### src/hdl/pfgt_pkg.sv
// Package for the Pauli frame gate tracker: sizes, operation codes,
// item structs and the control struct shared by the top level and its lanes.
// No dependencies.
package pfgt_pkg;

  localparam int unsigned NUM_QUBITS = 64;
  localparam int unsigned SHOT_COUNT = 64;
  localparam int unsigned QW         = 6;   // qubit and shot field width
  localparam int unsigned WORD_W     = 64;  // shot word width
  localparam int unsigned NUM_LANES  = 4;
  localparam int unsigned LANE_W     = WORD_W / NUM_LANES;

  typedef enum logic [3:0] {
    K_FLIP = 4'd0,
    K_H    = 4'd1,
    K_S    = 4'd2,
    K_SX   = 4'd3,
    K_CX   = 4'd4,
    K_CZ   = 4'd5,
    K_SXX  = 4'd6,
    K_SZZ  = 4'd7,
    K_MX   = 4'd8,
    K_MZ   = 4'd9,
    K_RX   = 4'd10,
    K_RZ   = 4'd11
  } kind_e;

  typedef struct packed {
    logic [3:0]    kind;
    logic [QW-1:0] qubit_a;
    logic [QW-1:0] qubit_b;
    logic [QW-1:0] shot_index;
    logic [1:0]    error_type;
    logic [15:0]   meas_tag;
  } in_item_t;

  typedef struct packed {
    logic [QW-1:0]     out_qubit;
    logic [15:0]       out_tag;
    logic [WORD_W-1:0] flip_mask;
  } out_item_t;

  // Control from the sequencer to every lane.
  typedef struct packed {
    kind_e         kind;
    logic          rd_en;
    logic [QW-1:0] rd_addr_a;
    logic [QW-1:0] rd_addr_b;
    logic          va;       // row a has been written since reset
    logic          vb;       // row b has been written since reset
    logic          we;
    logic [QW-1:0] waddr;
    logic          wsel_b;   // write the b-row results
  } lane_ctrl_t;

endpackage

### src/hdl/pfgt_merge.sv
// Merging stage: joins the lane masks into one shot word and holds the
// measurement result item in an output register. Depends on pfgt_pkg.
module pfgt_merge (
  input  logic                                              clk_i,
  input  logic                                              rst_ni,
  input  logic                                              load_i,
  output logic                                              load_ready_o,
  input  logic [pfgt_pkg::QW-1:0]                           qubit_i,
  input  logic [15:0]                                       tag_i,
  input  logic [pfgt_pkg::NUM_LANES*pfgt_pkg::LANE_W-1:0]   lane_mask_i,
  output logic                                              out_valid_o,
  input  logic                                              out_ready_i,
  output pfgt_pkg::out_item_t                               out_item_o
);

  logic                valid_q, valid_d;
  pfgt_pkg::out_item_t item_q;

  assign load_ready_o = !valid_q || out_ready_i;

  always_comb begin
    valid_d = valid_q;
    if (out_ready_i) valid_d = 1'b0;
    if (load_i && load_ready_o) valid_d = 1'b1;
  end

  always_ff @(posedge clk_i or negedge rst_ni) begin
    if (!rst_ni) begin
      valid_q <= 1'b0;
    end else begin
      valid_q <= valid_d;
    end
  end

  always_ff @(posedge clk_i) begin
    if (load_i && load_ready_o) begin
      item_q.out_qubit <= qubit_i;
      item_q.out_tag   <= tag_i;
      item_q.flip_mask <= pfgt_pkg::WORD_W'(lane_mask_i);
    end
  end

  assign out_valid_o = valid_q;
  assign out_item_o  = item_q;

endmodule
### config.mk
export PLATFORM = sky130hd
export DESIGN_NAME = pfgt_merge
export DESIGN_NICKNAME = d
export VERILOG_FILES = /design/src/hdl/pfgt_pkg.sv /design/src/hdl/pfgt_merge.sv
export SDC_FILE = /design/constraint.sdc
export NUM_CORES = 1
export LEC_CHECK = 0
export ABC_AREA = 1
export BUFFER_PORTS_ARGS = -buffer_cell sky130_fd_sc_hd__buf_2
export CORE_MARGIN = 5
export CORE_UTILIZATION = 41
export DETAILED_ROUTE_END_ITERATION = 12
export MAX_ROUTING_LAYER = met4
export PLACE_DENSITY = 0.79
export SYNTH_ARGS = -nofsm -noshare
export SYNTH_HDL_FRONTEND = slang
export SYNTH_SLANG_ARGS = --single-unit
### constraint.sdc
create_clock -name clk_i -period 7.01 [get_ports clk_i]
set_input_delay 1.402 -clock clk_i [delete_from_list [all_inputs] [get_ports clk_i]]
set_output_delay 1.402 -clock clk_i [all_outputs]
set_load 0.05 [all_outputs]
==> Word level (Yosys, flattened, before mapping) <==
Cells that the tools add are included.
{ "op_classes": {"mux": 2, "reduce_logical": 4} }
{ "ops": {"columns": ["operator", "n"], "rows": [
  ["$mux 1", 2],
  ["$reduce_bool 2->1", 1],
  ["$logic_and 1x1->1", 1],
  ["$logic_not 1->1", 1],
  ["$logic_or 1x1->1", 1]
]} }
{ "totals": {"reg_bits": 87, "inputBits": 90, "out_inout_bits": 88, "word_cells": 10} }

==> Logic depth before layout (Yosys ltp) <==
Gate-level depths: netlist (run 1).
{ "depth": {"ltp_word": 4, "depth_mapped": 3, "ltp_nobuf": 3} }

==> Worst setup path after synthesis (run 1) <==
Ideal clock, no wire load.
{ "synth_timing": {"kind": "input-to-reg", "from": "input port load_i", "to": "register item_q (netlist bit out_item_o[0]) (enable)", "setup_ps": 558, "arrival_time_ps": 5601, "required_time_ps": 6452, "setup_slack_ps": 851, "cell_stages": 2, "path_buffers": 0, "cell_sequence": "inv_1 a21oi_1"} }
{ "synth_via": {"elab_chain_cells": 1} }
{ "synth_rtl": {"columns": ["element", "line_no", "rtl"], "rows": [
  ["start: declaration", "pfgt_merge.sv:6", "input logic load_i,"],
  ["$logic_and 1x1->1", "pfgt_merge.sv:36", "if (load_i && load_ready_o) begin"],
  ["end: declaration", "pfgt_merge.sv:17", "pfgt_pkg::out_item_t item_q;"]
]} }
No other way between the ends.
A chain may end at the register's enable or synchronous reset.

==> Worst setup path after layout (run 1) <==
{ "layout_timing": {"from": "input port out_ready_i", "to": "output port load_ready_o"} }
{ "layout_via": {"elab_chain_cells": 1} }
{ "layout_rtl": {"columns": ["element", "line_no", "rtl"], "rows": [
  ["start: declaration", "pfgt_merge.sv:12", "input logic out_ready_i,"],
  ["$logic_or 1x1->1", "pfgt_merge.sv:19", "assign load_ready_o = !valid_q || out_ready_i;"],
  ["end: declaration", "pfgt_merge.sv:7", "output logic load_ready_o,"]
]} }
No other way between the ends.

==> results of run 1 <==
==> flip-flops by register name, indices dropped and copies added, names as in the netlist <==
| name | count |
|---|---|
| out_item_o | 86 |
| out_valid_o | 1 |
==> synth_stat cells <==
library cell / number / area, sq um
a21oi_1: 1 / 5.00
nand2_1: 2 / 7.51
inv_1: 2 / 7.51
edfxtp_1: 86 / 2580
dfrtp_1: 1 / 25.0
==> tightest hold or removal path: stages (launching register included) <==
cell and delay [ns]:
dfrtp_1 0.42, nand2_1 0.10, nand2_1 0.07
==> cell families (layout without fill, tap and decap cells) <==
kind of cell	count (synthesis)	count (layout)	synth area share [%]
AOI/OAI and AO/OA	1	1	0.190
buffers and inverters	2	196	0.286
DFF	87	87	99.2
and+or+nand+nor	2	2	0.286
==> routing by layer <==
layer	share of wire, %	wire, microns
met5	0	0
met1	33	2040
met4	1.5	93
met3	11	692
met2	54	3280
==> area by class of cell <==
type | instances | area [sq um]
multi-input combinational | 3 | 23.8
fill | 479 | 2450
timing repair buffer | 178 | 893
inverter | 2 | 7.51
tap | 77 | 96.3
clock buffer | 10 | 128
clock inverter | 6 | 70.1
sequential | 87 | 2610
==> metrics by stage <==
step	instance area, sq um	cells	setup WS, ns
6_report	3830	363	3.69
5_1_grt	3830	363	3.66
4_1_cts	3830	363	3.69
3_5_place_dp	3630	347	3.50
3_3_place_gp	3630	347	3.59
2_1_floorplan	2630	92	0.851
==> power groups by stage <==
stage / sequential (W) / clock (W) / combinational (W)
after detailed placement: 0.000625 / 0 / 0.000165
after global placement: 0.000623 / 0 / 0.000163
final: 0.000612 / 0.000338 / 0.000163
after CTS: 0.000613 / 0.000348 / 0.000165
after global routing: 0.000615 / 0.000379 / 0.000170
after floorplan: 0.000726 / 0 / 0.0000112
==> worst min path at each step <==
stage | endpoint | depth (start not counted) | from
floorplan | out_valid_o$_DFFE_PN0P_ | 0 | rst_ni
global placement | out_valid_o$_DFFE_PN0P_ | 2 | out_valid_o$_DFFE_PN0P_
detailed placement | out_valid_o$_DFFE_PN0P_ | 2 | out_valid_o$_DFFE_PN0P_
CTS | out_valid_o$_DFFE_PN0P_ | 2 | out_valid_o$_DFFE_PN0P_
global route | out_valid_o$_DFFE_PN0P_ | 2 | out_valid_o$_DFFE_PN0P_
finish | out_valid_o$_DFFE_PN0P_ | 2 | out_valid_o$_DFFE_PN0P_
==> flow_metrics.tcl, run 1 <==
set metrics [dict create \
    slew_headroom_pct 30.0 \
    synth_seq_area_share_pct 99.2 \
    clockBufferDepth 2 \
    rrSetupSlack_ns 4.67 \
    io_buffers 177 \
    p_int_w 0.000808 \
    cp_data_arrival_time_ns 1.92 \
    track_usage_pct 15.6 \
    hold_violations 0 \
    ys.warnings.count 0 \
    r2r-end "out_item_o[52]$_DFFE_PP_" \
    p_sw_w 0.000305 \
    grt_use_met2_pct 26.6 \
    fin_tns_setup_ns 0 \
    globalRoute.busiestLayer "met2" \
    drtPass1Iterations 4 \
    grt_start_max_net_pins 54 \
    yosys.cell_types.count 5 \
    overflow 0 \
    slowest_delay_ns 0.22 \
    skew_ns 0.00859 \
    critPathLaunch "out_ready_i" \
    antenna_left 0 \
    period_share_pct 47.3 \
    place.gp.congestion 0.724 \
    drt_wl_total_microns 6110 \
    cts_hold_buf 0 \
    cts.sinks 87 \
    clk_latency_ns 0.35 \
    grtUsageMet1_pct 15.1 \
    clk_pin_slew_worst_paths_ns 0.08 \
    cts_tree "done" \
    antenna_found_initial 0 \
    status "finished, final reports clean" \
    worstPathCellList "buf_2, inv_1, nand2_1, buf_2" \
    max_clock_freq_ghz 0.301 \
    worst-r2r-cell-count 2 \
    cp-start-kind "primary input" \
    leakagePower_nw 1.64 \
    dieWidth_microns 90.1 \
    fp-row-count 29 \
    netlist_area_sq_um 2630 \
    critPathCaptureType "primary output" \
    grtUsageMet3_pct 8.68 \
    numCtsBuffers 9 \
    crit_cells 4 \
    start_util_pct 41.9 \
    final_util_pct 61.0 \
    avgSynthCellArea_sq_um 28.6 \
    path_class "in2out" \
    die_h_microns 90.1 \
    nNetsFinal 371 \
    wl_per_cell_microns 16.8 \
    hold-worst-slack_ns 0.624 \
    r2r_start "out_valid_o$_DFFE_PN0P_" \
    layout_commonest_cell "buf_2" \
    grt_pass1_wl_microns 9250 \
    io_pins 178 \
    setup_viol 0 \
    synth-seq-cells 87 \
    p_per_area_nw_per_um2 291 \
    cp_top_family "buffers and inverters" \
    sw_frac_of_total_pct 27.4 \
    mostFrequentLayoutCells "177 x buf_2, 86 x edfxtp_1, 9 x clkbuf_8, 3 x clkinvlp_4" \
    drc 0 \
    max_cap_violations 0 \
    p_comb_share_pct 14.6 \
    syn_to_final_growth_pct 45.6 \
    seqPwrFrac_pct 55.0 \
    vias_per_cell 4.41 \
    crit_slowest_cell "buf_2" \
    syn-num-nets 182 \
    cp_data_required_time_ns 5.61 \
    cpMostUsedCell "buf_2" \
    core_sq_um 6280 \
    first_iter_violations 56 \
    grt_pass1_vias 1790 \
    grt_setup_unrepaired "false" \
    clkPwrFrac_pct 30.4 \
    h-tree-depth 3 \
    ctsRootBufferMaster "clkbuf_8" \
    hold_path.class "reg2reg" \
    drv_slew 0 \
    power_w 0.00111 \
    synthCells 92 \
    cts_resized 0 \
    drive_above_1_share_pct 67.8 \
    endpoint "load_ready_o" \
    antenna_cells 0 \
    dr_total_vias 1601 \
    worstPathMaxFanout 2 \
    ir_worst_vdd_mv 0.187 \
    post_cts_buffers 0 \
    critical_path_buf_inv_count 3 \
    worst_pin_slew_ns 1.05 \
    period_needed_ns 3.32 \
    dieArea_sq_um 8110 \
]
No activity file was read; power rests on OpenSTA's default activity.
==> run 2: changes to the inputs <==
- ABC_AREA: 1 -> 0
- clock period: 7.01 -> 3.4 ns (I/O delays scaled with it)
==> flow_metrics.tcl, run 2 <==
set metrics [dict create \
    wl_met3_microns 769 \
    status "finished, final reports clean" \
    crit_slowest_cell "buf_2" \
    ir_worst_vdd_mv 0.452 \
    cp_data_required_time_ns 2.72 \
    max_cap_violations 0 \
    vias_per_cell 4.48 \
    place.gp.congestion 0.780 \
    start_util_pct 41.8 \
    dpl_cell_area_sq_um 3620 \
    netlist_top_cells_area "edfxtp_1 98%, dfrtp_1 0.95%, nand2b_4 0.52%, and2_4 0.33%, nand2b_1 0.24%" \
    avgSynthCellArea_sq_um 29.3 \
    overflow 0 \
    synth.most_common_cell "edfxtp_1" \
    synth_area_leader_cell "edfxtp_1" \
    period_needed_ns 1.81 \
    io_pins 178 \
    cp-start-kind "primary input" \
    p_sw_w 0.000632 \
    grt_start_max_net_pins 87 \
    drv_slew 0 \
    post_cts_buffers 0 \
    io_buffers 177 \
    dr_wl_met2_microns 3250 \
    synthFlopType "edfxtp_1" \
    hold_path.class "in2async" \
    synth_seq_area_share_pct 98.9 \
    layout_commonest_cell "buf_2" \
    ys.warnings.count 0 \
    r2r_start "out_valid_o$_DFFE_PN0P_" \
    synthArstFlopShare_pct 1.15 \
    fp-row-count 29 \
    drive_above_1_share_pct 68.9 \
    grt_pass1_wl_microns 9380 \
    fillers 504 \
    highest_layer "met4" \
    clk_pin_slew_worst_paths_ns 0.09 \
    critPathLaunch "out_ready_i" \
    setup_viol 0 \
    die_h_microns 90.2 \
    first_iter_violations 101 \
    synthTopCellsByCount "86 x edfxtp_1, 1 x and2_4, 1 x dfrtp_1, 1 x nand2b_1, 1 x nand2b_4" \
    rrSetupSlack_ns 1.63 \
    synthCells 90 \
    core_sq_um 6310 \
    numCtsBuffers 9 \
    max_clock_freq_ghz 0.553 \
    cts_hold_buf 0 \
    clk_latency_ns 0.34 \
    grt_setup_unrepaired "false" \
    cts_tree "done" \
    cpMostUsedCell "buf_2" \
    ctsRootBufferMaster "clkbuf_8" \
    p_per_area_nw_per_um2 610 \
    antenna_found_initial 1 \
    path_class "in2out" \
    sw_frac_of_total_pct 27.0 \
    worst-r2r-cell-count 2 \
    seqCellArea_sq_um 2610 \
    synth_edf_count 86 \
    p_int_w 0.00171 \
    syn-num-nets 180 \
    largest_reg_flops 86 \
    fin_tns_setup_ns 0 \
    yosysTopAreaCellShare_pct 98.0 \
    cts.sinks 87 \
    h-tree-depth 3 \
    track_usage_pct 15.8 \
    seqPwrFrac_pct 53.9 \
    drc 0 \
    slowest_delay_ns 0.26 \
    wl_per_cell_microns 17.1 \
    syn_to_final_growth_pct 45.5 \
    netlist_area_sq_um 2640 \
    clockBufferDepth 2 \
    slew_headroom_pct 28.7 \
    endpoint "load_ready_o" \
    dieWidth_microns 90.2 \
    leakagePower_nw 1.64 \
    worstPathMaxFanout 3 \
    yosys.cell_types.count 5 \
    synth-seq-cells 87 \
    critPathCaptureType "primary output" \
    worstPathCellList "buf_2, nand2b_4, buf_2" \
    antenna_left 0 \
    mostFrequentLayoutCells "177 x buf_2, 86 x edfxtp_1, 11 x clkbuf_8, 2 x clkinvlp_4, 2 x inv_6" \
    hold_violations 0 \
    nNetsFinal 368 \
    cp_data_arrival_time_ns 1.13 \
    clkPwrFrac_pct 31.7 \
    p_comb_share_pct 14.3 \
    grt_pass1_vias 1875 \
    dieArea_sq_um 8130 \
    worst_pin_slew_ns 1.07 \
    drtPass1Iterations 4 \
    cts_resized 0 \
    skew_ns 0.00735 \
    dr_total_vias 1618 \
    period_share_pct 53.2 \
    drt_wl_total_microns 6170 \
    multi_input_area_sq_um 28.8 \
    drt-met1-wl_microns 1930 \
    r2r-end "out_item_o[49]$_DFFE_PP_" \
    fin_area_sq_um 3830 \
]
run 2: layout make-up:
class / instances / share of cell area [%]
multi-input combinational: 3 / 0.750
antenna: 1 / 0.0653
tap: 77 / 2.51
timing repair buffer: 177 / 23.1
sequential: 87 / 68.0
clock buffer: 11 / 3.95
clock inverter: 5 / 1.63
run 2: critical path, delay by kind of cell:
family	cells	cell delay, ns
buf+inv	2	0.34
simple gates	1	0.11
run 2: kinds of logic after synthesis:
logic type / count (synthesis) / share of synthesized area, %
flops: 87 / 98.9
simple gates: 3 / 1.09
run 2: routing by layer:
metal,vias to the layer above,GRT usage [%]
li1,739,-
met1,748,15.3
met2,112,25.8
met3,19,7.35
met4,0,9.06
met5,-,-
run 2: metrics by stage:
stage	cells	util [%]	hold slack (ns)	total power [W]	setup WS, ns
CTS	360	60.7	0.0741	0.00237	1.59
global route	361	60.7	0.0616	0.00245	1.53
finish	361	60.7	0.0916	0.00234	1.59
floorplan	90	-	0.384	0.00151	1.40
global placement	344	57.3	0.455	0.00162	1.29
detailed placement	344	57.3	0.456	0.00163	1.25
run 2: how the worst min path moves through the flow:
stage                      start                       to  slack, ns  cells after the start
after CTS                 rst_ni  out_valid_o$_DFFE_PN0P_       0.07                      1
after global routing      rst_ni  out_valid_o$_DFFE_PN0P_       0.06                      1
final                     rst_ni  out_valid_o$_DFFE_PN0P_       0.09                      1
after detailed placement  rst_ni  out_valid_o$_DFFE_PN0P_       0.46                      1
after global placement    rst_ni  out_valid_o$_DFFE_PN0P_       0.45                      1
after floorplan           rst_ni  out_valid_o$_DFFE_PN0P_       0.38                      0
run 2: power by group through the flow:
| stage | clock (W) | combinational (W) | sequential [W] |
|---|---|---|---|
| after CTS | 0.000763 | 0.000339 | 0.00126 |
| after floorplan | 0 | 0.0000248 | 0.00149 |
| after global routing | 0.000829 | 0.000351 | 0.00127 |
| after detailed placement | 0 | 0.000339 | 0.00129 |
| final | 0.000743 | 0.000335 | 0.00126 |
| after global placement | 0 | 0.000334 | 0.00128 |
